[src/rtl/core/escaped_frame_receiver_defines.svh]
// Assertion macros used by the frame receiver RTL.
`ifndef ESCAPED_FRAME_RECEIVER_DEFINES_SVH
`define ESCAPED_FRAME_RECEIVER_DEFINES_SVH

// Same-cycle implication, checked at every rising edge outside reset.
`define EFR_ASSERT_NOW(label, ante, cons, msg) \
  label: assert property (@(posedge clk) disable iff (rst) (ante) |-> (cons)) \
    else $error(msg);

// Next-cycle implication, checked at every rising edge outside reset.
`define EFR_ASSERT_NEXT(label, ante, cons, msg) \
  label: assert property (@(posedge clk) disable iff (rst) (ante) |=> (cons)) \
    else $error(msg);

`endif

[src/rtl/core/efr_pkg.sv]
// Types and byte codes of the escaped frame receiver.
package efr_pkg;

  localparam logic [7:0] SYM_STX = 8'h02;
  localparam logic [7:0] SYM_ETX = 8'h03;
  localparam logic [7:0] SYM_ENQ = 8'h05;
  localparam logic [7:0] SYM_DC2 = 8'h12;
  localparam logic [7:0] SYM_DC3 = 8'h13;
  localparam logic [7:0] SYM_NAK = 8'h15;
  localparam logic [7:0] NAK_LEN = 8'h01;
  localparam logic [7:0] NAK_SUM = 8'hE8;
  localparam logic [8:0] COUNT_MAX = 9'd511;

  localparam logic KIND_MSG    = 1'b0;
  localparam logic KIND_STATUS = 1'b1;

  typedef struct packed {
    logic       in_frame;
    logic       escape_pending;
    logic       header_seen;
    logic       held_valid;
    logic [7:0] held_value;
    logic [7:0] length_value;
    logic [7:0] running_sum;
    logic [8:0] message_count;
    logic [7:0] first_message;
  } efr_state_t;

  typedef struct packed {
    logic       kind;
    logic [7:0] value;
    logic       checksum_ok;
    logic       length_ok;
    logic       nak_reply;
  } efr_item_t;

  typedef struct packed {
    efr_state_t st;
    logic       emit;
    logic [7:0] value;
  } efr_deliver_t;

endpackage

[src/rtl/core/escaped_frame_receiver.sv]
// Escaped STX/ETX frame receiver: destuffing, checksum and length check.
// A result is written into the result queue by the input transfer that causes it.
// Throughput: one raw byte per cycle while rx_stall is low; a byte that yields
//   two results is absorbed by the four-entry result queue.
// Input stalls only when the queue holds more than two results.
// Reset (rst, synchronous): frame state cleared, result queue emptied.
module escaped_frame_receiver
  import efr_pkg::*;
(
  input  logic       clk,
  input  logic       rst,
  // raw byte channel
  input  logic       rx_valid,
  output logic       rx_stall,
  input  logic [7:0] rx_byte,
  // result channel
  output logic       res_valid,
  input  logic       res_stall,
  output logic       item_kind,
  output logic [7:0] msg_byte,
  output logic       checksum_ok,
  output logic       length_ok,
  output logic       nak_reply,
  output logic       frame_last
);

  `include "escaped_frame_receiver_defines.svh"

  localparam efr_state_t IDLE_STATE = '0;

  // Push one destuffed byte into the frame state. The first byte is the
  // length; after that each new byte releases the previously held one.
  function automatic efr_deliver_t deliver(efr_state_t s, logic [7:0] d);
    efr_deliver_t r;
    r.st    = s;
    r.emit  = 1'b0;
    r.value = s.held_value;
    if (!s.header_seen) begin
      r.st.header_seen  = 1'b1;
      r.st.length_value = d;
      r.st.running_sum  = s.running_sum + d;
    end else begin
      if (s.held_valid) begin
        r.emit           = 1'b1;
        r.st.running_sum = s.running_sum + s.held_value;
        if (s.message_count == '0) begin
          r.st.first_message = s.held_value;
        end
        if (s.message_count != COUNT_MAX) begin
          r.st.message_count = s.message_count + 9'd1;
        end
      end
      r.st.held_value = d;
      r.st.held_valid = 1'b1;
    end
    return r;
  endfunction

  function automatic efr_item_t msg_item(logic [7:0] v);
    efr_item_t it;
    it             = '0;
    it.kind        = KIND_MSG;
    it.value       = v;
    return it;
  endfunction

  // frame state
  efr_state_t st, st_next;

  // result queue
  efr_item_t  fifo [4];
  logic [1:0] wr_ptr, rd_ptr;
  logic [2:0] count, count_next;

  logic rx_xfer, res_xfer;

  // byte decode
  logic         d1_valid, d2_valid;
  logic [7:0]   d1_byte, d2_byte;
  logic         esc_next, open_frame, close_frame;
  efr_deliver_t r1, r2;
  efr_state_t   s1, s2;
  logic         e1, e2, hv;
  efr_item_t    status, it0, it1;
  logic [1:0]   n_items;

  assign rx_stall  = (count > 3'd2);
  assign rx_xfer   = rx_valid && !rx_stall;
  assign res_valid = (count != '0);
  assign res_xfer  = res_valid && !res_stall;

  // Work out which destuffed bytes this raw byte produces (at most two).
  always_comb begin
    d1_valid    = 1'b0;
    d2_valid    = 1'b0;
    d1_byte     = SYM_ENQ;
    d2_byte     = rx_byte;
    esc_next    = st.escape_pending;
    open_frame  = 1'b0;
    close_frame = 1'b0;
    if (rx_byte == SYM_STX) begin
      open_frame = 1'b1;
    end else if (st.in_frame) begin
      if (rx_byte == SYM_ETX) begin
        // a dangling ENQ before ETX is plain data
        close_frame = 1'b1;
        d1_valid    = st.escape_pending;
        esc_next    = 1'b0;
      end else if (st.escape_pending) begin
        esc_next = 1'b0;
        d1_valid = 1'b1;
        case (rx_byte)
          SYM_DC2: d1_byte = SYM_STX;
          SYM_DC3: d1_byte = SYM_ETX;
          SYM_NAK: d1_byte = SYM_ENQ;
          SYM_ENQ: esc_next = 1'b1;  // first ENQ passes, second opens escape
          default: d2_valid = 1'b1;  // unknown pair: both bytes pass
        endcase
      end else if (rx_byte == SYM_ENQ) begin
        esc_next = 1'b1;
      end else begin
        d1_valid = 1'b1;
        d1_byte  = rx_byte;
      end
    end
  end

  assign r1 = deliver(st, d1_byte);
  assign s1 = d1_valid ? r1.st : st;
  assign r2 = deliver(s1, d2_byte);
  assign e1 = d1_valid && r1.emit;
  assign e2 = d2_valid && r2.emit;

  // Status checks see the state after any trailing ENQ was delivered.
  always_comb begin
    s2                = d2_valid ? r2.st : s1;
    s2.escape_pending = esc_next;
    hv                = s1.header_seen && s1.held_valid;
    status            = '0;
    status.kind        = KIND_STATUS;
    status.checksum_ok = hv && (s1.held_value == 8'(8'd0 - s1.running_sum));
    status.length_ok   = hv && (s1.message_count == {1'b0, s1.length_value});
    status.nak_reply   = hv && (s1.length_value == NAK_LEN) &&
                         (s1.message_count == 9'd1) &&
                         (s1.first_message == SYM_NAK) &&
                         (s1.held_value == NAK_SUM);
  end

  always_comb begin
    it0     = e1 ? msg_item(r1.value) : (e2 ? msg_item(r2.value) : status);
    it1     = (e1 && e2) ? msg_item(r2.value) : status;
    n_items = 2'(e1) + 2'(e2) + 2'(close_frame);
  end

  always_comb begin
    st_next = st;
    if (rx_xfer) begin
      if (open_frame) begin
        st_next             = IDLE_STATE;
        st_next.in_frame    = 1'b1;
        st_next.running_sum = SYM_STX;
      end else if (close_frame) begin
        st_next = IDLE_STATE;
      end else begin
        st_next = s2;
      end
    end
  end

  assign count_next = count + (rx_xfer ? 3'(n_items) : 3'd0) - 3'(res_xfer);

  always_ff @(posedge clk) begin
    if (rst) begin
      st     <= IDLE_STATE;
      wr_ptr <= '0;
      rd_ptr <= '0;
      count  <= '0;
    end else begin
      st    <= st_next;
      count <= count_next;
      if (rx_xfer) begin
        wr_ptr <= wr_ptr + n_items;
      end
      if (res_xfer) begin
        rd_ptr <= rd_ptr + 2'd1;
      end
    end
  end

  // queue payload, no reset needed
  always_ff @(posedge clk) begin
    if (rx_xfer && (n_items != '0)) begin
      fifo[wr_ptr] <= it0;
      if (n_items == 2'd2) begin
        fifo[wr_ptr + 2'd1] <= it1;
      end
    end
  end

  assign item_kind   = fifo[rd_ptr].kind;
  assign msg_byte    = fifo[rd_ptr].value;
  assign checksum_ok = fifo[rd_ptr].checksum_ok;
  assign length_ok   = fifo[rd_ptr].length_ok;
  assign nak_reply   = fifo[rd_ptr].nak_reply;
  assign frame_last  = fifo[rd_ptr].kind;

  `EFR_ASSERT_NOW(a_queue_bound, 1'b1, count <= 3'd4, "result queue overflow")
  `EFR_ASSERT_NEXT(a_stx_opens, rx_xfer && (rx_byte == SYM_STX), st.in_frame,
    "STX did not open a frame")
  `EFR_ASSERT_NEXT(a_etx_closes, rx_xfer && st.in_frame && (rx_byte == SYM_ETX),
    !st.in_frame && !st.escape_pending && res_valid, "ETX did not close the frame")
  `EFR_ASSERT_NOW(a_idle_clean, !st.in_frame,
    !st.escape_pending && !st.held_valid && !st.header_seen,
    "frame state left outside a frame")

endmodule
[config.mk]
export PLATFORM = sky130hd
export DESIGN_NAME = escaped_frame_receiver
export DESIGN_NICKNAME = d
export VERILOG_FILES = /design/src/rtl/core/efr_pkg.sv /design/src/rtl/core/escaped_frame_receiver.sv
export VERILOG_INCLUDE_DIRS = /design/src /design/src/rtl/core
export SDC_FILE = /design/constraint.sdc
export NUM_CORES = 1
export LEC_CHECK = 0
export ABC_AREA = 1
export BUFFER_PORTS_ARGS = -buffer_cell sky130_fd_sc_hd__buf_2
export CORE_MARGIN = 2
export CORE_UTILIZATION = 35
export CTS_CLUSTER_SIZE = 30
export DETAILED_ROUTE_END_ITERATION = 8
export PLACE_DENSITY_LB_ADDON = 0.15
export SLEW_MARGIN = 20
export SYNTH_ARGS = -nofsm -noshare
export SYNTH_HDL_FRONTEND = slang
export SYNTH_SLANG_ARGS = --single-unit
[constraint.sdc]
create_clock -name clk -period 6.4 [get_ports clk]
set_input_delay 0.96 -clock clk [delete_from_list [all_inputs] [get_ports clk]]
set_output_delay 0.96 -clock clk [all_outputs]
set_load 0.01 [all_outputs]
## Word level (Yosys, flattened, before mapping)

Memory sizes are Yosys's and may differ from the RTL's. A register that Yosys moved wholly into a read port is not among the register bits.
Cells that the tools add are included.

- Add/subtract/negate cells: 14
- Multipliers: 0
- Div/mod/pow operators: 0
- $lt $le $gt $ge: 1
- Equal/unequal tests: 16
- Shift operators: 0
- Muxes and demuxes: 53
- Bitwise operators: 0
- Reductions and logical operators: 22

Operators with widths:

| operator | number |
|---|---|
| 2-to-1 mux 45 bit | 2 |
| 2-to-1 mux 8 bit | 11 |
| 2-to-1 mux 43 bit | 2 |
| 2-to-1 mux 26 bit | 2 |
| 2-to-1 mux 12 bit | 3 |
| 2-to-1 mux 18 bit | 2 |
| 2-to-1 mux 9 bit | 4 |
| adder 8 bit | 4 |
| == test 8 x 5 -> 1 bit (second input constant) | 4 |
| 2-to-1 mux 1 bit | 23 |
| adder 9 x 1 -> 9 bit (second input constant) | 2 |
| logical NOT 9 bit | 2 |
| != test 9 bit (second input constant) | 2 |
| == test 8 x 2 -> 1 bit (second input constant) | 2 |
| logical AND 1 bit | 13 |
| == test 9 x 1 -> 1 bit (second input constant) | 1 |
| == test 9 x 8 -> 1 bit | 1 |
| == test 8 x 1 -> 1 bit (second input constant) | 1 |
| == test 8 x 3 -> 1 bit (second input constant) | 1 |
| == test 8 bit | 1 |
| == test 8 bit (second input constant) | 1 |
| subtractor 1 x 8 -> 8 bit (first input constant) | 1 |
| 2-to-1 mux 2 bit | 3 |
| one-hot mux 3 bit (2 select lines) | 1 |
| other kinds (14) | 17 |

- Register bits after elaboration: 52
- Latch bits: 0
- Memory bits (writable): 48
- Bits in read-only memories: 0
- Bits of input ports: 12
- Logic and storage cells: 119
- Memories kept: 1

Memories:

| memory | words | width | rd ports | clocked after Yosys merged registers in | write ports | line | text |
|---|---|---|---|---|---|---|---|
| fifo | 4 | 12 | 1 | 1 | 2 | escaped_frame_receiver.sv:71 | `efr_item_t fifo [4];` |

## Logic depth before layout (Yosys ltp)

- Depth in word-level cells: 20
- Gate-level depth with buffers: 31

## Worst setup path before layout

OpenSTA, ideal clock, no wires.

- Kind: input-to-reg
- Start point: input rx_byte[3]
- End point: register st[24] in the netlist's numbering
- Arrival time: 4.384 ns
- Data required time: 6.329 ns
- Path slack: 1.946 ns
- Stages on the path: 30
- Path buffers: 0
- Cell sequence: nor2_1 > nand2_1 > o21ai_1 > inv_1 > nor2_1 > inv_1 > nor2_1 > inv_1 > ha_1 > fa_1 > xor2_1 > o21ai_0 > nand2_2 > nand2_4 > inv_1 > ha_1 > a21oi_1 > nand2_1 > nand2_1 > nand2_1 > a21oi_1 > or2_2 > nand2_1 > a21oi_1 > inv_1 > nand3_1 > nand3_1 > nand2_1 > nand2_1 > a21oi_1

- Word-level cells in the longest chain between the ends: 15
- Elaborated cells between the ends (all ways): 38
- Classes of those cells: 3 x add/sub; 6 x eq/ne; 28 x mux; 1 x reduce/logical

RTL lines:

| item | line | text |
|---|---|---|
| start, declared | escaped_frame_receiver.sv:15 | `input logic [7:0] rx_byte,` |
| == test 8 x 5 -> 1 bit / == test 8 x 3 -> 1 bit (equally long branches) | escaped_frame_receiver.sv:112, escaped_frame_receiver.sv:119 |  |
| one-hot mux 3 bit (2 select lines) / 2-to-1 mux 8 bit (equally long branches) | escaped_frame_receiver.sv:112, escaped_frame_receiver.sv:119 |  |
| 2-to-1 mux 8 bit | escaped_frame_receiver.sv:109 | `end else if (st.escape_pending) begin` |
| 2-to-1 mux 8 bit | escaped_frame_receiver.sv:104 | `if (rx_byte == SYM_ETX) begin` |
| 2-to-1 mux 8 bit | escaped_frame_receiver.sv:103 | `end else if (st.in_frame) begin` |
| 2-to-1 mux 8 bit | escaped_frame_receiver.sv:101 | `if (rx_byte == SYM_STX) begin` |
| adder 8 bit | escaped_frame_receiver.sv:41 | `r.st.running_sum = s.running_sum + d;` |
| 2-to-1 mux 8 bit | escaped_frame_receiver.sv:38 | `if (!s.header_seen) begin` |
| 2-to-1 mux 43 bit | escaped_frame_receiver.sv:129 | `assign s1 = d1_valid ? r1.st : st;` |
| adder 8 bit | escaped_frame_receiver.sv:45 | `r.st.running_sum = s.running_sum + s.held_value;` |
| 2-to-1 mux 26 bit | escaped_frame_receiver.sv:43 | `if (s.held_valid) begin` |
| 2-to-1 mux 8 bit | escaped_frame_receiver.sv:38 |  |
| 2-to-1 mux 43 bit | escaped_frame_receiver.sv:136 | `s2 = d2_valid ? r2.st : s1;` |
| 2-to-1 mux 45 bit | escaped_frame_receiver.sv:162 | `end else if (close_frame) begin` |
| 2-to-1 mux 45 bit * | escaped_frame_receiver.sv:158 | `if (open_frame) begin` |
| end signal, assigned | escaped_frame_receiver.sv:179 | `st <= st_next;` |
| end, declared | escaped_frame_receiver.sv:68 | `efr_state_t st, st_next;` |

Mark *: on every way between the ends. The rest lies on a longest branch, timed or not.
A chain may end at the register's enable or synchronous reset.

## Worst setup path in the final report

Same ends and word-level chain as after synthesis.

==> summary.md <==
| Metric | Value |
|---|---|
| Post-Route Utilization | `38.77%` |
| CTS buffer count | `9` |
| Layout cells sized above 1 | `11.10%` |
| Synth Cell Area | `7465 µm²` |
| Number of synthesized register bits | `102` |
| First-pass GRT wire length | `37.25 mm` |
| PortBufs | `26` |
| Sequential area share after synthesis | `33.79%` |
| Setup repair after global routing missed its margin | `false` |
| Multi-input gate area in the final layout | `4305 µm²` |
| TritonCTS clock tree | `yes` |
| Worst setup EP type | `flip-flop` |
| Met3 Usage GRT | `4.024%` |
| IR drop worst, VDD | `122.5 µV` |
| Final hold vios | `0` |
| CTS root buf | `clkbuf_16` |
| Area grow syn2layout | `8.850%` |
| PD cells | `196.7 nW/µm²` |
| Count of buffer and inverter cells on the critical path | `6` |
| Die Ht | `150.0 µm` |
| Overall routing resource usage | `21.61%` |
| Crit start category | `input pin` |
| Met2 usage | `35.43%` |
| Row count | `53` |
| Crit path arrival time | `4990 ps` |
| Initial DRC count | `475` |
| Average size of a mapped cell | `6.983 µm²` |
| Routed Antenna Nets | `0` |
| Achievable Freq | `0.2129 GHz` |
| Ant diodes | `0` |
| CTS max path bufs | `2` |
| Clk_skew | `11.40 ps` |
| Final min period | `4697 ps` |
| Max-Cap Viols | `0` |
| Nets | `1124` |
| Synth warnings | `0` |
| WL/cell | `17.05 µm` |
| Via count | `7088` |
| CP max FO | `4` |
| Hold Path Class | `flip-flop to flip-flop` |
| Synth Flop Type | `dfxtp_1` |
| Vias in the first global route | `6623` |
| Initial antenna violation count | `1` |
| FF+latch area | `2522 µm²` |
| Critical Path Max Stage Delay | `450 ps` |
| WS Path Type | `input pin to flip-flop` |
| Dpl hpwl | `17.69 mm` |
| Die outline width | `150.0 µm` |
| Largest net degree at the start of global routing | `54` |
| DR vias/cell | `5.227` |
| Setup TNS | `0 ps` |
| Routed wire length | `23.12 mm` |
| Final Setup Violations | `0` |
| M1 GR Usage | `28.88%` |
| Busiest layer in global routing | `met2` |
| Clock transition at the registers of the reported paths | `80 ps` |
| Synth cell types | `52` |
| I/O pins | `27` |
| Syn Nets | `1117` |
| Detailed-route DRC error count | `0` |
| Final Power | `0.001598 W` |
| Number of synthesized flops with an enable pin | `48` |
| WP data required | `6700 ps` |
| Placed cell count | `1340` |
| Post-CTS Setup Bufs | `0` |
| Slew Limit Fails | `0` |
| Synth Instances | `1069` |
| Fin crit share | `73.39%` |
| CTS resizes | `0` |
| Clock sinks | `102` |
| WP depth | `31` |
| FF-to-FF path depth | `29` |
| Async set-or-reset flop fraction in the synthesized netlist | `0%` |
| Non-filler cells, final | `1356` |
| Number of fill cells in the layout | `2288` |
| H-tree depth | `3` |
| Hold path cells | `2` |
| Drt pass-1 iters | `7` |
| CP max-delay cell | `fa_1` |
| Skew-Pair Late Insertion Delay | `370 ps` |
| Full die area | `22510 µm²` |
| GR Overflow Total | `0` |
| Starting Density | `35.62%` |
| Core area | `20960 µm²` |
| Slew margin rel. | `46.87%` |
| CP delay by family, top | `simple AND/OR/NAND/NOR gates` |
| Cell mode on critical path | `nand2_1` |
| Status | `finished, final reports clean` |
| CTS Hold Bufs | `0` |
| Actual slew at the worst max-slew pin | `788.6 ps` |
| Leakage | `3.687 nW` |
| RD Place Congestion | `0.9405` |
[area by class of cell]
class	instances	share of cell area, %
well taps	275	4.235
clock inverters	7	0.9701
repair buffers	33	2.248
multi-input cells	806	52.99
clock buffers	9	2.772
flip-flops and latches	102	31.04
inverters	124	5.744
[per-layer routing]
layer / vias up / share of wire (%)
li1: 3579 / -
met1: 3273 / 46
met2: 197 / 47
met3: 39 / 5.3
met4: 0 / 2.4
met5: - / 0
[sequential cells by signal, indices dropped and copies added, names as in the netlist, named ones only]
signal / count
count: 3
wr_ptr: 2
r1: 10
fifo: 48
rd_ptr: 2
st: 35
[cells by family (layout without fill, tap and decap cells)]
kind of cell / Yosys count / in the layout / share of synthesized area, %
AOI/OAI and AO/OA: 233 / 233 / 17.72
DFF: 102 / 102 / 33.79
adders and majority gates: 36 / 36 / 6.537
buffers and inverters: 161 / 173 / 8.749
muxes: 1 / 1 / 0.1341
and+or+nand+nor: 515 / 515 / 30.61
xor gates and xnor gates: 21 / 21 / 2.464
[through the flow]
| stage | instance area (µm²) | hold WS, ps | worst slack, ps |
|---|---|---|---|
| floorplan | 7465 | 442.2 | 1946 |
| global placement | 7810 | 453.4 | 1487 |
| detailed placement | 7810 | 456.0 | 1289 |
| CTS | 8114 | 468.7 | 1663 |
| global route | 8125 | 483.5 | 1182 |
| finish | 8125 | 465.9 | 1703 |
[cell usage after synthesis (8+ instances only)]
cell	n	area (µm²)
nand2_1	238	893.4
nor2_1	133	499.2
inv_1	113	424.2
a21oi_1	82	410.4
o21ai_0	75	375.4
nand3_1	60	300.3
dfxtp_1	54	1081
edfxtp_1	48	1441
ha_1	31	387.9
clkbuf_1	25	93.84
o211ai_1	22	165.2
nand2_2	21	131.4
nand4_1	16	100.1
o22ai_1	15	93.84
o21ai_1	13	65.06
xor2_1	13	113.9
nor2_2	10	62.56
a22oi_1	8	60.06
inv_2	8	30.03
nor3_1	8	40.04
or2_2	8	50.05
xnor2_1	8	70.07
[path summary, 6_finish.rpt]
path | startpoint | end | slack [ps]
worst max register to register | r1[53]$_SDFFE_PP0P_ | st[24]$_SDFFE_PP0P_ | 2110
worst min register to register | st[5]$_SDFFE_PP0P_ | st[5]$_SDFFE_PP0P_ | 470
worst max-delay path | rx_byte[3] | st[24]$_SDFFE_PP0P_ | 1700
worst min-delay path | st[5]$_SDFFE_PP0P_ | st[5]$_SDFFE_PP0P_ | 470
[where the power goes]
| group | switching, W | leakage (nW) | internal [W] |
|---|---|---|---|
| clock | 0.000279 | 0.151 | 0.000310 |
| sequential | 0.0000159 | 0.882 | 0.000693 |
| combinational | 0.000207 | 2.65 | 0.0000934 |
| total | 0.000502 | 3.69 | 0.00110 |
[cell usage in the layout, fill, tap and decap left out, types with 22 or more instances in the layout]
cell,n
nand2_1,238
nor2_1,133
inv_1,113
a21oi_1,82
o21ai_0,72
nand3_1,59
dfxtp_1,54
edfxtp_1,48
ha_1,31
buf_2,26
o211ai_1,22
[tightest hold or removal path: stages, from the launching register on]
cell and delay (ps):
dfxtp_1 310, nand2_1 60, a21oi_1 50
Power figures use the tool's default switching activity.
